## config.mk

```make
export PLATFORM = sky130hd
export DESIGN_NAME = x86_64_subset_instruction_decoder
export DESIGN_NICKNAME = d
export VERILOG_FILES = /design/src/hw/rtl/x86d_pkg.sv /design/src/hw/rtl/x86d_operand.sv /design/src/hw/rtl/x86_64_subset_instruction_decoder.sv
export SDC_FILE = /design/constraint.sdc
export NUM_CORES = 1
export LEC_CHECK = 0
export BUFFER_PORTS_ARGS = -buffer_cell sky130_fd_sc_hd__buf_2
export CAP_MARGIN = 20
export CORE_MARGIN = 5
export CORE_UTILIZATION = 61
export CTS_CLUSTER_SIZE = 8
export DETAILED_ROUTE_END_ITERATION = 7
export PLACE_DENSITY = 0.94
export SYNTH_ARGS = -nofsm -noshare
export SYNTH_HDL_FRONTEND = slang
export SYNTH_HIERARCHICAL = 1
export SYNTH_SLANG_ARGS = --single-unit
```

## constraint.sdc

```tcl
create_clock -name clk -period 7.59 [get_ports clk]
set_input_delay 0.3795 -clock clk [delete_from_list [all_inputs] [get_ports clk]]
set_output_delay 0.3795 -clock clk [all_outputs]
set_load 0.01 [all_outputs]
```

## src/hw/rtl/x86d_pkg.sv

```systemverilog
// Shared types, codes and opcode table for the x86-64 subset decoder.
// No dependencies.
package x86d_pkg;

    // Operand spec codes from the opcode table
    typedef enum logic [3:0] {
        S_NONE = 4'd0, S_EB = 4'd1, S_EV = 4'd2, S_GB = 4'd3, S_GV = 4'd4,
        S_IB = 4'd5, S_IV = 4'd6, S_IZ = 4'd7, S_M = 4'd8, S_JB = 4'd9,
        S_JZ = 4'd10, S_R8 = 4'd11, S_R64 = 4'd12, S_RAL = 4'd13
    } spec_t;

    typedef enum logic [1:0] {
        G_NONE = 2'd0, G_ONE = 2'd1, G_THREE = 2'd3
    } grp_t;

    localparam logic [4:0] MN_ADD = 5'd0, MN_SBB = 5'd3, MN_AND = 5'd4,
        MN_XOR = 5'd6, MN_TEST = 5'd8, MN_PUSH = 5'd15, MN_POP = 5'd16,
        MN_JE = 5'd17, MN_JNE = 5'd18, MN_MOV = 5'd19, MN_LEA = 5'd20,
        MN_RET = 5'd21, MN_INT3 = 5'd22, MN_CALL = 5'd23, MN_JMP = 5'd24;

    localparam logic [1:0] ST_OK = 2'd0, ST_UNKNOWN = 2'd1, ST_UNSUP = 2'd2;

    localparam logic [2:0] K_NONE = 3'd0, K_REG8 = 3'd1, K_REG8X = 3'd2,
        K_REG32 = 3'd3, K_REG64 = 3'd4, K_REL = 3'd5, K_IMM = 3'd6, K_MEM = 3'd7;

    typedef struct packed {
        logic       known;
        grp_t       grp;
        logic [4:0] mn;
        spec_t      a;
        spec_t      b;
    } opinfo_t;

    // Resolved opcode info (group resolved by the ModR/M reg field)
    typedef struct packed {
        logic       ok;
        logic [4:0] mn;
        spec_t      a;
        spec_t      b;
    } resinfo_t;

    function automatic opinfo_t base_info(input logic [7:0] op);
        opinfo_t r;
        r = '{known: 1'b1, grp: G_NONE, mn: 5'd0, a: S_NONE, b: S_NONE};
        if (op[7:3] == 5'b01010) begin r.mn = MN_PUSH; r.a = S_R64; end
        else if (op[7:3] == 5'b01011) begin r.mn = MN_POP; r.a = S_R64; end
        else if (op[7:3] == 5'b10110) begin r.mn = MN_MOV; r.a = S_R8; r.b = S_IB; end
        else if (op[7:3] == 5'b10111) begin r.mn = MN_MOV; r.a = S_R64; r.b = S_IV; end
        else begin
            case (op)
                8'h03: begin r.mn = MN_ADD; r.a = S_GV; r.b = S_EV; end
                8'h1b: begin r.mn = MN_SBB; r.a = S_GV; r.b = S_EV; end
                8'h24: begin r.mn = MN_AND; r.a = S_RAL; r.b = S_IB; end
                8'h33: begin r.mn = MN_XOR; r.a = S_GV; r.b = S_EV; end
                8'h74: begin r.mn = MN_JE; r.a = S_JB; end
                8'h75: begin r.mn = MN_JNE; r.a = S_JB; end
                8'h80: begin r.grp = G_ONE; r.a = S_EB; r.b = S_IB; end
                8'h81: begin r.grp = G_ONE; r.a = S_EV; r.b = S_IZ; end
                8'h83: begin r.grp = G_ONE; r.a = S_EV; r.b = S_IB; end
                8'h84: begin r.mn = MN_TEST; r.a = S_EB; r.b = S_GB; end
                8'h85: begin r.mn = MN_TEST; r.a = S_EV; r.b = S_GV; end
                8'h89: begin r.mn = MN_MOV; r.a = S_EV; r.b = S_GV; end
                8'h8b: begin r.mn = MN_MOV; r.a = S_GV; r.b = S_EV; end
                8'h8d: begin r.mn = MN_LEA; r.a = S_GV; r.b = S_M; end
                8'hc3: r.mn = MN_RET;
                8'hcc: r.mn = MN_INT3;
                8'he8: begin r.mn = MN_CALL; r.a = S_JZ; end
                8'he9: begin r.mn = MN_JMP; r.a = S_JZ; end
                8'heb: begin r.mn = MN_JMP; r.a = S_JB; end
                8'hf6: begin r.grp = G_THREE; r.a = S_EB; end
                8'hf7: begin r.grp = G_THREE; r.a = S_EV; end
                default: r.known = 1'b0;
            endcase
        end
        return r;
    endfunction

    function automatic resinfo_t resolve(input logic [7:0] op, input logic [2:0] reg_f);
        opinfo_t  bi;
        resinfo_t r;
        bi = base_info(op);
        r = '{ok: bi.known, mn: bi.mn, a: bi.a, b: bi.b};
        case (bi.grp)
            G_ONE: r.mn = {2'b00, reg_f};
            G_THREE:
            begin
                if (reg_f == 3'd1) r.ok = 1'b0;
                else if (reg_f == 3'd0)
                begin
                    r.mn = MN_TEST;
                    r.b = (op == 8'hf6) ? S_IB : S_IZ;
                end
                else r.mn = 5'd7 + {2'b00, reg_f};
            end
            default: ;
        endcase
        return r;
    endfunction

    function automatic logic [2:0] imm_len(input spec_t s);
        case (s)
            S_IB, S_JB: return 3'd1;
            S_IV, S_IZ, S_JZ: return 3'd4;
            default: return 3'd0;
        endcase
    endfunction

    function automatic logic is_modrm(input spec_t s);
        return s == S_EB || s == S_EV || s == S_GB || s == S_GV || s == S_M;
    endfunction

endpackage

```

## src/hw/rtl/x86d_operand.sv

```systemverilog
// Operand formatter: turns one operand spec plus held decode state into kind/reg.
// Depends on x86d_pkg.
module x86d_operand (
    input  x86d_pkg::spec_t s,
    input  logic [7:0]      opcode,
    input  logic [7:0]      modrm,
    input  logic [4:0]      rex,
    input  logic [3:0]      mem_base,
    output logic [2:0]      kind,
    output logic [3:0]      rnum
);
    import x86d_pkg::*;

    logic       rexp;
    logic       w;
    logic [1:0] md;

    assign rexp = rex[4];
    assign w    = rex[3];
    assign md   = modrm[7:6];

    // Kind and register by spec
    always_comb
    begin
        kind = K_NONE;
        rnum = 4'd0;
        case (s)
            S_EB, S_EV, S_M:
            begin
                if (md == 2'd3)
                begin
                    rnum = {rex[0], modrm[2:0]};
                    kind = (s == S_EV) ? (w ? K_REG64 : K_REG32) : (rexp ? K_REG8X : K_REG8);
                end
                else
                begin
                    kind = K_MEM;
                    rnum = mem_base;
                end
            end
            S_GB: begin kind = rexp ? K_REG8X : K_REG8; rnum = {rex[2], modrm[5:3]}; end
            S_GV: begin kind = w ? K_REG64 : K_REG32; rnum = {rex[2], modrm[5:3]}; end
            S_IB, S_IV, S_IZ: kind = K_IMM;
            S_JB, S_JZ: kind = K_REL;
            S_R8: begin kind = rexp ? K_REG8X : K_REG8; rnum = {rex[0], opcode[2:0]}; end
            S_R64: begin kind = K_REG64; rnum = {rex[0], opcode[2:0]}; end
            S_RAL: kind = K_REG8;
            default: ;
        endcase
    end
endmodule

```

## src/hw/rtl/x86_64_subset_instruction_decoder.sv

```systemverilog
// Top level of the byte-serial x86-64 subset decoder: parse state machine and result register.
// Depends on x86d_pkg and x86d_operand.
//
//   channel  | handshake            | word
//   in       | in_valid / in_stall  | code_byte
//   out      | out_valid / out_stall| decoded instruction fields
//
// One code byte per cycle while in_stall is low; a result appears in the output register
// the cycle after its last byte. The parse step is one level of table lookup between the
// state registers and the output register. Reset clears the parser to expect a prefix or
// opcode. Input is stalled whenever a result waits in the output register and out_stall
// is high.
module x86_64_subset_instruction_decoder (
    input  logic        clk,
    input  logic        rst_n,
    input  logic        in_valid,
    output logic        in_stall,
    input  logic [7:0]  code_byte,
    output logic        out_valid,
    input  logic        out_stall,
    output logic [7:0]  opcode_byte,
    output logic [4:0]  mnemonic,
    output logic [3:0]  length,
    output logic [2:0]  first_kind,
    output logic [3:0]  first_reg,
    output logic [2:0]  second_kind,
    output logic [3:0]  second_reg,
    output logic [1:0]  disp_size,
    output logic signed [31:0] disp_value,
    output logic [31:0] imm_value,
    output logic [1:0]  status
);
    import x86d_pkg::*;

    typedef enum logic [2:0] {
        PH_START, PH_OPC, PH_MODRM, PH_SIB, PH_DISP, PH_IMM
    } phase_t;

    phase_t      phase_reg, phase_next;
    logic [4:0]  rex_reg, rex_next;
    logic [7:0]  op_reg, op_next;
    logic [7:0]  mrm_reg, mrm_next;
    logic [3:0]  cnt_reg, cnt_next;
    logic [1:0]  fidx_reg, fidx_next;
    logic [31:0] disp_reg, disp_next;
    logic [31:0] imm_reg, imm_next;
    logic [3:0]  base_reg, base_next;

    logic        emit;
    logic [1:0]  st;
    logic        ov_reg;

    logic        accept;
    logic [3:0]  cnt_inc;
    opinfo_t     bi;
    resinfo_t    ri;
    logic        fin;
    logic [2:0]  need;
    logic [2:0]  n;
    logic [31:0] shifted;

    assign accept   = in_valid && !in_stall;
    assign in_stall = ov_reg && out_stall;
    assign cnt_inc  = cnt_reg + 4'd1;
    assign bi       = base_info(code_byte);
    assign n        = {1'b0, fidx_reg} + 3'd1;
    assign shifted  = {24'd0, code_byte} << {fidx_reg, 3'b000};

    // Next-state parse logic; the "finish" values are taken from *_next
    always_comb
    begin
        phase_next = phase_reg;
        rex_next   = rex_reg;
        op_next    = op_reg;
        mrm_next   = mrm_reg;
        cnt_next   = cnt_reg;
        fidx_next  = fidx_reg;
        disp_next  = disp_reg;
        imm_next   = imm_reg;
        base_next  = base_reg;
        emit       = 1'b0;
        st         = ST_OK;
        fin        = 1'b0;
        ri         = resolve(op_reg, mrm_reg[5:3]);
        need       = 3'd0;
        case (phase_reg)
            PH_START, PH_OPC:
            begin
                if (phase_reg == PH_START && code_byte[7:4] == 4'h4)
                begin
                    rex_next   = {1'b1, code_byte[3:0]};
                    cnt_next   = 4'd1;
                    phase_next = PH_OPC;
                end
                else
                begin
                    op_next  = code_byte;
                    cnt_next = cnt_inc;
                    ri = resolve(code_byte, mrm_reg[5:3]);
                    if (!bi.known) begin emit = 1'b1; st = ST_UNKNOWN; end
                    else if ((bi.a == S_R8 || bi.a == S_R64) && rex_reg[3:1] != 3'd0)
                    begin emit = 1'b1; st = ST_UNSUP; end
                    else if (bi.b == S_IV && rex_reg != 5'd0)
                    begin emit = 1'b1; st = ST_UNSUP; end
                    else if (is_modrm(bi.a) || is_modrm(bi.b)) phase_next = PH_MODRM;
                    else if (!ri.ok) begin emit = 1'b1; st = ST_UNKNOWN; end
                    else if (imm_len(ri.a) + imm_len(ri.b) != 3'd0)
                    begin phase_next = PH_IMM; fidx_next = 2'd0; end
                    else fin = 1'b1;
                end
            end
            PH_MODRM:
            begin
                mrm_next = code_byte;
                cnt_next = cnt_inc;
                ri = resolve(op_reg, code_byte[5:3]);
                if (!ri.ok) begin emit = 1'b1; st = ST_UNKNOWN; end
                else if (code_byte[7:6] == 2'd3)
                begin
                    if (ri.a == S_M || ri.b == S_M) begin emit = 1'b1; st = ST_UNSUP; end
                    else if (imm_len(ri.a) + imm_len(ri.b) != 3'd0)
                    begin phase_next = PH_IMM; fidx_next = 2'd0; end
                    else fin = 1'b1;
                end
                else if (code_byte[2:0] == 3'd4) phase_next = PH_SIB;
                else
                begin
                    base_next = {rex_reg[0], code_byte[2:0]};
                    if (code_byte[7:6] != 2'd0) begin phase_next = PH_DISP; fidx_next = 2'd0; end
                    else if (imm_len(ri.a) + imm_len(ri.b) != 3'd0)
                    begin phase_next = PH_IMM; fidx_next = 2'd0; end
                    else fin = 1'b1;
                end
            end
            PH_SIB:
            begin
                cnt_next = cnt_inc;
                if (code_byte[5:3] != 3'd4) begin emit = 1'b1; st = ST_UNSUP; end
                else
                begin
                    base_next = {rex_reg[0], code_byte[2:0]};
                    if (mrm_reg[7:6] == 2'd1 || mrm_reg[7:6] == 2'd2)
                    begin phase_next = PH_DISP; fidx_next = 2'd0; end
                    else if (!ri.ok) begin emit = 1'b1; st = ST_UNKNOWN; end
                    else if (imm_len(ri.a) + imm_len(ri.b) != 3'd0)
                    begin phase_next = PH_IMM; fidx_next = 2'd0; end
                    else fin = 1'b1;
                end
            end
            PH_DISP:
            begin
                need      = (mrm_reg[7:6] == 2'd1) ? 3'd1 : 3'd4;
                disp_next = disp_reg | shifted;
                cnt_next  = cnt_inc;
                if (n >= need)
                begin
                    if (!ri.ok) begin emit = 1'b1; st = ST_UNKNOWN; end
                    else if (imm_len(ri.a) + imm_len(ri.b) != 3'd0)
                    begin phase_next = PH_IMM; fidx_next = 2'd0; end
                    else fin = 1'b1;
                end
                else fidx_next = n[1:0];
            end
            PH_IMM:
            begin
                need     = imm_len(ri.a) + imm_len(ri.b);
                imm_next = imm_reg | shifted;
                cnt_next = cnt_inc;
                if (!ri.ok) begin emit = 1'b1; st = ST_UNKNOWN; end
                else if (n >= need) fin = 1'b1;
                else fidx_next = n[1:0];
            end
            default: phase_next = PH_START;
        endcase
        if (fin) emit = 1'b1;
    end

    // Operand formatting on the finishing state
    logic [2:0] ka, kb;
    logic [3:0] ra, rb;

    x86d_operand u_opa (
        .s(ri.a), .opcode(op_next), .modrm(mrm_next), .rex(rex_next),
        .mem_base(base_next), .kind(ka), .rnum(ra)
    );
    x86d_operand u_opb (
        .s(ri.b), .opcode(op_next), .modrm(mrm_next), .rex(rex_next),
        .mem_base(base_next), .kind(kb), .rnum(rb)
    );

    // Displacement/immediate fields of a finished instruction
    logic [1:0]  dsz;
    logic [31:0] dval;
    logic [31:0] ival;
    logic        a_mem, b_mem;

    assign a_mem = (ka == K_MEM);
    assign b_mem = (kb == K_MEM);

    always_comb
    begin
        dsz  = 2'd0;
        dval = 32'd0;
        ival = 32'd0;
        if (a_mem || b_mem)
        begin
            if (mrm_next[7:6] == 2'd1)
            begin
                dsz = 2'd1; dval = {{24{disp_next[7]}}, disp_next[7:0]};
            end
            else if (mrm_next[7:6] == 2'd2)
            begin
                dsz = 2'd2; dval = disp_next;
            end
        end
        if (ri.a == S_JB) dval = {{24{imm_next[7]}}, imm_next[7:0]};
        else if (ri.a == S_JZ) dval = imm_next;
        if (ka == K_IMM || kb == K_IMM) ival = imm_next;
    end

    // Parse state; restart after any result
    always_ff @(posedge clk or negedge rst_n)
    begin
        if (!rst_n)
        begin
            phase_reg <= PH_START;
            rex_reg   <= 5'd0;
            op_reg    <= 8'd0;
            mrm_reg   <= 8'd0;
            cnt_reg   <= 4'd0;
            fidx_reg  <= 2'd0;
            disp_reg  <= 32'd0;
            imm_reg   <= 32'd0;
            base_reg  <= 4'd0;
        end
        else if (accept)
        begin
            if (emit)
            begin
                phase_reg <= PH_START;
                rex_reg   <= 5'd0;
                op_reg    <= 8'd0;
                mrm_reg   <= 8'd0;
                cnt_reg   <= 4'd0;
                fidx_reg  <= 2'd0;
                disp_reg  <= 32'd0;
                imm_reg   <= 32'd0;
                base_reg  <= 4'd0;
            end
            else
            begin
                phase_reg <= phase_next;
                rex_reg   <= rex_next;
                op_reg    <= op_next;
                mrm_reg   <= mrm_next;
                cnt_reg   <= cnt_next;
                fidx_reg  <= fidx_next;
                disp_reg  <= disp_next;
                imm_reg   <= imm_next;
                base_reg  <= base_next;
            end
        end
    end

    // Result register
    always_ff @(posedge clk or negedge rst_n)
    begin
        if (!rst_n) ov_reg <= 1'b0;
        else if (accept && emit) ov_reg <= 1'b1;
        else if (!out_stall) ov_reg <= 1'b0;
    end

    always_ff @(posedge clk)
    begin
        if (accept && emit)
        begin
            opcode_byte <= op_next;
            length      <= cnt_next;
            status      <= st;
            mnemonic    <= fin ? ri.mn : 5'd0;
            first_kind  <= fin ? ka : K_NONE;
            first_reg   <= fin ? ra : 4'd0;
            second_kind <= fin ? kb : K_NONE;
            second_reg  <= fin ? rb : 4'd0;
            disp_size   <= fin ? dsz : 2'd0;
            disp_value  <= fin ? dval : 32'd0;
            imm_value   <= fin ? ival : 32'd0;
        end
    end

    assign out_valid = ov_reg;

    a_stall_holds: assert property (@(posedge clk) disable iff (!rst_n)
        out_valid && out_stall |=> out_valid && $stable(length))
        else $error("result lost while stalled");
    a_no_accept_blocked: assert property (@(posedge clk) disable iff (!rst_n)
        out_valid && out_stall |-> in_stall)
        else $error("input accepted while result stalled");
    a_len_pos: assert property (@(posedge clk) disable iff (!rst_n)
        out_valid |-> length != 4'd0)
        else $error("zero length result");
endmodule

```

==> results.sh <==
export IMPL_dp_slack_ps=2070
export IMPL_clock_tree_root_cell="clkbuf_16"
export IMPL_period_share_pct=71.9
export IMPL_start_util_pct=61.4
export IMPL_synth_edff_count=99
export IMPL_wl_per_cell_um=22.2
export IMPL_vias=12042
export IMPL_path_common_cell="a21oi_1"
export IMPL_final_common_cell="a21oi_1"
export IMPL_maxCapViolCount=0
export IMPL_syn_area_um2=12300
export IMPL_synth_nets=1440
export IMPL_ir_worst_vdd_mv=0.149
export IMPL_clkPwrFrac_pct=24.1
export IMPL_first_pass_iters=7
export IMPL_drtIter0Drc=1835
export IMPL_drive_gt1_share_pct=14.1
export IMPL_critical_path_max_stage_delay_ps=760
export IMPL_rsz0062_at_grt="no"
export IMPL_crit_path_cell_trace="or4b_1 > nor3_1 > a21oi_1 > a32o_1 > nand2_1 > nor4b_4 > o31ai_1 > o221ai_2 > and3_1 > a31oi_1 > a21oi_1 > buf_4 > a21oi_1 > a21oi_1 > o21a_1"
export IMPL_skew_ps=15.9
export IMPL_row_count=52
export IMPL_leakagePower_uw=0.00549
export IMPL_die_width_um=152
export IMPL_most_common_layout_cells="202 x a21oi_1, 152 x nor2_1, 131 x nand2_1, 112 x buf_2, 107 x o21ai_0"
export IMPL_min_period_ps=5460
export IMPL_synth_top_area_share_pct=24.1
export IMPL_netlist_top_cells_area="edfxtp_1 24%, dfrtp_1 20%, a21oi_1 8.2%, nor2_1 4.7%, o21ai_0 4.4%"
export IMPL_cpMaxStageDelayCell="nor3_1"
export IMPL_syn_instance_count=1411
export IMPL_postCtsResizedCells=0
export IMPL_fp_dieH_um=152
export IMPL_setup_slack_ps=2130
export IMPL_setup_viol=0
export IMPL_synthFlopType="edfxtp_1"
export IMPL_tightestPinTransition_ps=1120
export IMPL_ant_nets=0
export IMPL_maxSlewHeadroom_pct=25.5
export IMPL_crit_type="reg -> reg"
export IMPL_overflow=0
export IMPL_hp_class="in -> reg"
export IMPL_fmax_mhz=183
export IMPL_maxSlewViolCount=0
export IMPL_num_io_pins=113
export IMPL_cpLargestDelayFamily="compound AO/OA/AOI/OAI gates"
export IMPL_worstPathRequired_ps=7800
export IMPL_finalHoldViolCount=0
export IMPL_p_seq_share_pct=39.9
export IMPL_track_usage_pct=32.1
export IMPL_synth_cell_types=96
export IMPL_core_area_um2=20100
export IMPL_tritoncts="built"
export IMPL_worstPathMaxFanout=24
export IMPL_post_cts_buffers=0
export IMPL_grt_start_max_net_pins=64
export IMPL_fin_nets=1479
export IMPL_cts_made_buffers=17
export IMPL_wirelength_mm=38.5
export IMPL_pwr_share_comb_pct=36.0
export IMPL_grt_pass1_vias=11321
export IMPL_p_per_area_nw_per_um2=282
export IMPL_grt_pass1_wl_mm=61.0
export IMPL_post_synth_top_area_cell="edfxtp_1"
export IMPL_port_buffers=112
export IMPL_timing_setup_tns_ps=0
export IMPL_synth_area_per_cell_um2=8.74
export IMPL_end_kind="register"
export IMPL_clockBufferDepth=2
export IMPL_crit_buf_inv=1
export IMPL_gp_congestion=1.03
export IMPL_outcome="finished clean"
export IMPL_ys_warn_count=6
export IMPL_syn_to_final_growth_pct=10.1
export IMPL_clk_pin_slew_ps=80
export IMPL_worstPathArrival_ps=5660
export IMPL_clock_latency_ps=450
export IMPL_cts_htree_levels=4
export IMPL_synthArstFlopShare_pct=50.0
export IMPL_utilization_pct=67.5
export IMPL_internal_power_uw=2240
export IMPL_design_die_area_um2=23200
export IMPL_via_per_inst=6.94
export IMPL_drc=0
export IMPL_yosysSeqAreaShare_pct=44.2
export IMPL_p_sw_uw=1590
export IMPL_ctsHoldBuffers=1
export IMPL_dp_hpwl_mm=25.4
export IMPL_startpoint_type="register"
export IMPL_cts_sinks=198
export IMPL_p_sw_share_pct=41.6
export IMPL_synth_seq_cells=198
export IMPL_antenna_found_initial=1
## area by class of cell
cell class,instances,area [µm²]
Antenna cell,1,2.50
Clock buffer,18,429
Clock inverter,14,178
Fill cell,1557,6530
Inverter,31,116
Multi-Input combinational cell,1064,6260
Sequential cell,198,5450
Tap cell,270,338
Timing Repair Buffer,138,801
## cells by family (layout without fill, tap and decap cells)
group / count (synthesis) / count (layout) / share of synthesized area [%]
and+or+nand+nor: 516 / 516 / 21.5
AOI/OAI and AO/OA: 495 / 495 / 24.6
DFF: 198 / 198 / 44.2
buffers and inverters: 149 / 201 / 5.18
muxes: 25 / 25 / 2.09
adders and majority gates: 17 / 17 / 1.72
xor gates and xnor gates: 11 / 11 / 0.781
other: 0 / 1 / 0
## power by group through the flow
stage / logic [µW] / clock network [µW] / registers, µW
6_report: 1380 / 923 / 1530
5_1_grt: 1460 / 978 / 1550
4_1_cts: 1330 / 928 / 1520
3_5_place_dp: 1320 / 0 / 1540
3_3_place_gp: 1300 / 0 / 1540
2_1_floorplan: 905 / 0 / 1530
## worst reg2reg max path, cell delays in order, from the launching register on
cell	delay, ps
dfrtp_1	620
or4b_1	730
nor3_1	760
a21oi_1	240
a32o_1	370
nand2_1	330
nor4b_4	120
o31ai_1	450
o221ai_2	170
and3_1	180
a31oi_1	430
a21oi_1	80
buf_4	250
a21oi_1	210
a21oi_1	90
o21a_1	220
## cells in the mapped netlist, types with 4 or more instances
master,instances
xor2_1,6
mux2_2,6
ha_1,17
edfxtp_1,99
o21a_1,28
and3b_1,4
clkbuf_1,88
o21ai_0,108
nand4_1,9
buf_2,12
nor2_1,153
a21oi_1,202
and4b_1,9
mux2i_1,19
and2_1,27
a32oi_1,4
o31ai_1,6
buf_1,7
a31oi_1,24
nand3_1,18
a221oi_1,4
dfrtp_1,99
and3_1,21
nor3_1,28
xnor2_1,5
nor2b_1,16
nand2b_1,19
o211ai_1,6
o311ai_0,6
nor4b_1,4
inv_1,31
or3_1,10
o22ai_1,25
a22o_1,9
and4_1,4
nor4bb_1,7
buf_6,7
nor3b_1,11
nor4_1,14
a21boi_0,6
nand4b_1,6
nand2_1,131
## final timing paths
kind | startpoint | end | slack (ps) | depth (start not counted)
worst max-delay path | op_reg[5] | disp_value[24] | 2130 | 15
worst min-delay path | out_stall | out_valid | 260 | 4
worst max register to register | op_reg[5] | disp_value[24] | 2130 | 15
worst min register to register | imm_reg[28] | imm_reg[28] | 500 | 2
max in group asynchronous | rst_n | disp_reg[13] | 5910 | 3
min in group asynchronous | rst_n | mrm_reg[5] | 510 | 2
## through the flow
step,instances,hold WS (ps),total power [µW],instance area [µm²]
after global placement,1696,423,2840,12900
after detailed placement,1697,421,2870,12900
after global routing,1734,303,3990,13600
after floorplan,1411,83.9,2430,12300
final,1734,260,3830,13600
after CTS,1730,254,3780,13500
## layer usage
layer	share of wire, %	global-route usage (%)	vias to the layer above	routed length (µm)
met5	0	0	-	0
met4	4.3	14.0	0	1640
met3	11	7.47	178	4420
met2	46	50.2	905	17600
met1	39	43.3	5685	14900
li1	-	-	5274	-
No activity file was read; power rests on OpenSTA's default activity.
